### src/hw/rtl/cau_pkg.sv
// Shared types, widths and helper functions for the complex arithmetic unit.
// No dependencies; every other file of the unit imports this package.
`timescale 1ns / 1ps

package cau_pkg;

  localparam int DW = 16;
  localparam int FB = 8;
  localparam int PW = 2 * DW;
  localparam int SW = PW + 1;
  localparam int MW = PW;
  localparam int QW = DW + 2;
  localparam int LOW_W = QW - FB;
  localparam int BITS_PER_STEP = 2;
  localparam int DIV_STEPS = QW / BITS_PER_STEP;
  localparam int SAT_W = QW + DW + 7;

  typedef enum logic [1:0] {
    KIND_ADD = 2'd0,
    KIND_SUB = 2'd1,
    KIND_MUL = 2'd2,
    KIND_DIV = 2'd3
  } kind_t;

  typedef enum logic [1:0] {
    ST_OK   = 2'd0,
    ST_SAT  = 2'd1,
    ST_DIVZ = 2'd2,
    ST_NONE = 2'd3
  } status_t;

  typedef logic signed [SAT_W-1:0] wide_t;

  localparam wide_t POS_MAX = wide_t'((64'sd1 <<< (DW - 1)) - 64'sd1);
  localparam wide_t NEG_MIN = wide_t'(-(64'sd1 <<< (DW - 1)));

  typedef struct packed {
    logic [MW-1:0] rem;
    logic [QW-1:0] dvd;
    logic [QW-1:0] q;
    logic          neg;
    logic          ovf;
  } div_lane_t;

  typedef struct packed {
    logic [DW-1:0] val;
    logic          sat;
  } res_t;

  typedef struct packed {
    logic          is_div;
    logic          div_zero;
    logic [DW-1:0] re;
    logic [DW-1:0] im;
    logic [1:0]    st;
  } ctl_t;

  function automatic res_t sat_fn(input wide_t v);
    res_t r;
    if (v > POS_MAX) begin
      r.val = POS_MAX[DW-1:0];
      r.sat = 1'b1;
    end else if (v < NEG_MIN) begin
      r.val = NEG_MIN[DW-1:0];
      r.sat = 1'b1;
    end else begin
      r.val = v[DW-1:0];
      r.sat = 1'b0;
    end
    return r;
  endfunction

  function automatic res_t div_res(input div_lane_t l);
    res_t  r;
    wide_t v;
    v = wide_t'({1'b0, l.q});
    if (l.neg) begin
      v = -v;
    end
    if (l.ovf) begin
      r.val = l.neg ? NEG_MIN[DW-1:0] : POS_MAX[DW-1:0];
      r.sat = 1'b1;
    end else begin
      r = sat_fn(v);
    end
    return r;
  endfunction

endpackage

### src/hw/rtl/cau_div_step.sv
// One stage of the restoring divider: two quotient bits per pass.
// Depends on cau_pkg for the lane record and widths.
`timescale 1ns / 1ps

module cau_div_step (
  input  cau_pkg::div_lane_t    lane_in,
  input  logic [cau_pkg::MW-1:0] den,
  output cau_pkg::div_lane_t    lane_out
);
  import cau_pkg::*;

  logic [MW:0] trial;
  div_lane_t   l;

  always_comb begin
    l = lane_in;
    trial = '0;
    for (int i = 0; i < BITS_PER_STEP; i++) begin
      trial = {l.rem, l.dvd[QW-1]};
      l.dvd = {l.dvd[QW-2:0], 1'b0};
      if (trial >= {1'b0, den}) begin
        trial = trial - {1'b0, den};
        l.q = {l.q[QW-2:0], 1'b1};
      end else begin
        l.q = {l.q[QW-2:0], 1'b0};
      end
      l.rem = trial[MW-1:0];
    end
    lane_out = l;
  end

endmodule

### config.mk
export PLATFORM = sky130hd
export DESIGN_NAME = cau_div_step
export DESIGN_NICKNAME = d
export VERILOG_FILES = /design/src/hw/rtl/cau_pkg.sv /design/src/hw/rtl/cau_div_step.sv
export SDC_FILE = /design/constraint.sdc
export NUM_CORES = 1
export LEC_CHECK = 0
export BUFFER_PORTS_ARGS = -buffer_cell sky130_fd_sc_hd__buf_2
export CAP_MARGIN = 20
export CORE_UTILIZATION = 53
export DETAILED_ROUTE_END_ITERATION = 6
export PLACE_DENSITY = 0.93
export SYNTH_ARGS = -nofsm -noshare
export SYNTH_HDL_FRONTEND = slang
export SYNTH_SLANG_ARGS = --single-unit
### constraint.sdc
create_clock -name vclk -period 7.8
set_clock_uncertainty 0.15 [all_clocks]
set_input_delay 0.78 -clock vclk [all_inputs]
set_output_delay 0.78 -clock vclk [all_outputs]
set_load 0.03 [all_outputs]
==> results.py <==
metrics = {
    "grt": {
        "grt_usage": 0.265,
        "antenna_found_initial": 0,
        "overflow": 0,
        "grt_max_degree": 21,
        "grt_pass1_wl_um": 20100,
        "grt_pass1_vias": 4635,
    },
    "sta": {
        "setup_viol": 0,
        "slew_viol_final": 0,
        "worstMarginPinSlew_ns": 0.729,
        "hold_viol": 0,
        "post-route-min-period_ns": 7.30,
        "period_share": 0.936,
        "rsz0062_at_grt": "no",
        "max_freq_mhz": 137,
        "tns_ns": 0,
        "maxSlewHeadroom": 0.510,
    },
    "detailed_routing": {
        "wl_per_cell_um": 16.1,
        "drt_iter0_drc": 265,
        "drt_first_pass_iters": 7,
        "ant_nets": 0,
        "drt-total-wl_um": 12500,
        "vias_per_cell": 6.23,
        "drc_errors": 0,
        "via_count": 4844,
    },
    "setup_path": {
        "crit_fanout": 12,
        "cp.required_ns": 6.87,
        "crit_path_end_kind": "output port",
        "crit_type": "in -> out",
        "setup.worst_path.start": "den[1]",
        "crit_path_start_kind": "primary input",
        "crit_arrival_ns": 6.37,
    },
    "clock_network": {
        "cts_resized": 0,
        "post_cts_buffers": 0,
        "cts_hold_buf": 0,
    },
    "die": {
        "start_util": 0.557,
        "fp.dieH_um": 95.6,
        "core_um2": 8340,
        "fp.dieArea_um2": 9140,
        "die_w_um": 95.6,
        "std_cell_rows": 33,
        "pin_count": 172,
    },
    "synth": {
        "synthSimpleGateAreaFrac": 0.154,
        "synth_cell_types": 63,
        "synth_top_family_by_area": "compound AO/OA/AOI/OAI gates",
        "ys_top_cells_by_area": "ha_1, mux2_4, xnor2_1, mux2_2, buf_4",
        "syn_area_um2": 4640,
        "synth_top_area_frac": 0.173,
        "synthXorXnorAreaFrac": 0.0981,
        "yosysSeqAreaShare": 0,
        "synth_area_leader_cell": "ha_1",
        "synthMuxAreaShare": 0.173,
        "synth_compound_area_frac": 0.263,
        "synth_commonest_cells": "ha_1, inv_1, a21oi_1, nor2_1, xnor2_1",
        "synth_most_common_cell": "ha_1",
        "synthAdderAreaFrac": 0.181,
        "avgSynthCellArea_um2": 7.54,
        "ys_warn_count": 0,
        "synth_cells": 616,
    },
    "min_path": {
        "min_path_type": "in -> out",
        "hold_depth": 0,
        "worstHoldStart": "lane_in[8]",
    },
    "pwr": {
        "vdd_drop_max_uv": 207,
        "p_per_area_nw_per_um2": 226,
        "p_leak_nw": 2.45,
    },
    "placed_design": {
        "dp_cells": 777,
        "dp_hpwl_um": 10500,
        "gp_congestion": 0.929,
        "io_buffers": 100,
    },
    "cells_and_area": {
        "antenna_cells": 0,
        "areaGrowthSynthToFinish_pct": 6.28,
        "seq_cell_count": 0,
        "fin_util": 0.592,
        "final_cells": 777,
        "n_clock_buffer": 0,
        "seq_area_um2": 0,
        "finalNetCount": 842,
        "drive_above_1_share": 0.272,
        "num-fill-cells": 767,
    },
    "run": {
        "cap_violations": 0,
    },
    "status": {
        "outcome": "complete, no violations",
    },
}
==> stage by stage <==
| step | setup WS, ns | total power [mW] | hold WS (ns) | area, um2 |
|---|---|---|---|---|
| after global routing | 0.186 | 1.19 | 1.41 | 4930 |
| after floorplan | 1.34 | 0.925 | 1.54 | 4650 |
| final | 0.502 | 1.12 | 1.41 | 4930 |
| after detailed placement | 0.563 | 1.10 | 1.41 | 4930 |
| after global placement | 0.608 | 1.07 | 1.41 | 4930 |
| after CTS | 0.533 | 1.11 | 1.41 | 4930 |
==> cell usage in the layout (no fill, tap or decap), types with 5 or more instances in the layout <==
| cell | netlist | routed |
|---|---|---|
| a211oi_1 | 8 | 8 |
| a21o_1 | 23 | 23 |
| a21oi_1 | 50 | 50 |
| buf_2 | 6 | 100 |
| buf_4 | 36 | 5 |
| ha_1 | 64 | 64 |
| inv_1 | 54 | 54 |
| mux2_2 | 29 | 29 |
| mux2_4 | 29 | 29 |
| nand2_1 | 37 | 37 |
| nand3_1 | 18 | 18 |
| nand4_1 | 11 | 11 |
| nor2_1 | 42 | 42 |
| nor2b_1 | 7 | 7 |
| nor3_1 | 15 | 15 |
| o21a_1 | 8 | 8 |
| o21ai_0 | 31 | 31 |
| o31ai_1 | 5 | 5 |
| xnor2_1 | 39 | 39 |
| xor2_1 | 13 | 13 |
==> path summary, 6_finish.rpt <==
| kind | end | slack, ns |
|---|---|---|
| setup / recovery | lane_out[40] | 0.50 |
| hold / removal | lane_out[10] | 1.41 |
==> final cells by class <==
type / count / area (um2) / area share
Inverter: 54 / 203 / 0.0411
Multi-Input combinational cell: 512 / 4040 / 0.819
Tap cell: 105 / 131 / 0.0266
Timing Repair Buffer: 106 / 558 / 0.113
==> worst max-delay path: stages <==
cell       delay, ns
buf_2           0.07
inv_1           0.10
ha_1            0.32
nor2b_1         0.17
o2111ai_1       0.15
a211oi_1        0.32
o21ai_1         0.21
a21oi_2         0.27
o21ai_1         0.10
nand2_1         0.12
buf_4           0.22
mux2i_1         0.36
ha_1            0.31
nor2b_1         0.14
o31a_1          0.28
o41a_1          0.42
a211oi_2        0.42
o21ai_2         0.18
a21boi_4        0.24
a2bb2oi_2       0.19
and2_4          0.18
buf_4           0.25
mux2_2          0.37
buf_2           0.18
==> layer usage <==
layer | vias up | track usage | wire length (um)
li1 | 2327 | - | -
met1 | 2230 | 0.323 | 5330
met2 | 245 | 0.492 | 6020
met3 | 42 | 0.0152 | 778
met4 | 0 | 0.0833 | 354
met5 | - | 0 | 0
==> power by group <==
part	switching [mW]	internal, mW
sequential	0	0
combinational	0.641	0.476
clock	0	0
==> cells by family (layout without fill, tap and decap cells) <==
group,after synthesis,in the layout
compound gates,179,179
simple gates,151,151
buf+inv,105,160
fa+ha+maj,66,66
mux,62,62
xor+xnor,52,52
other cells,1,2
Note: power is estimated with default switching activity, not from simulation.
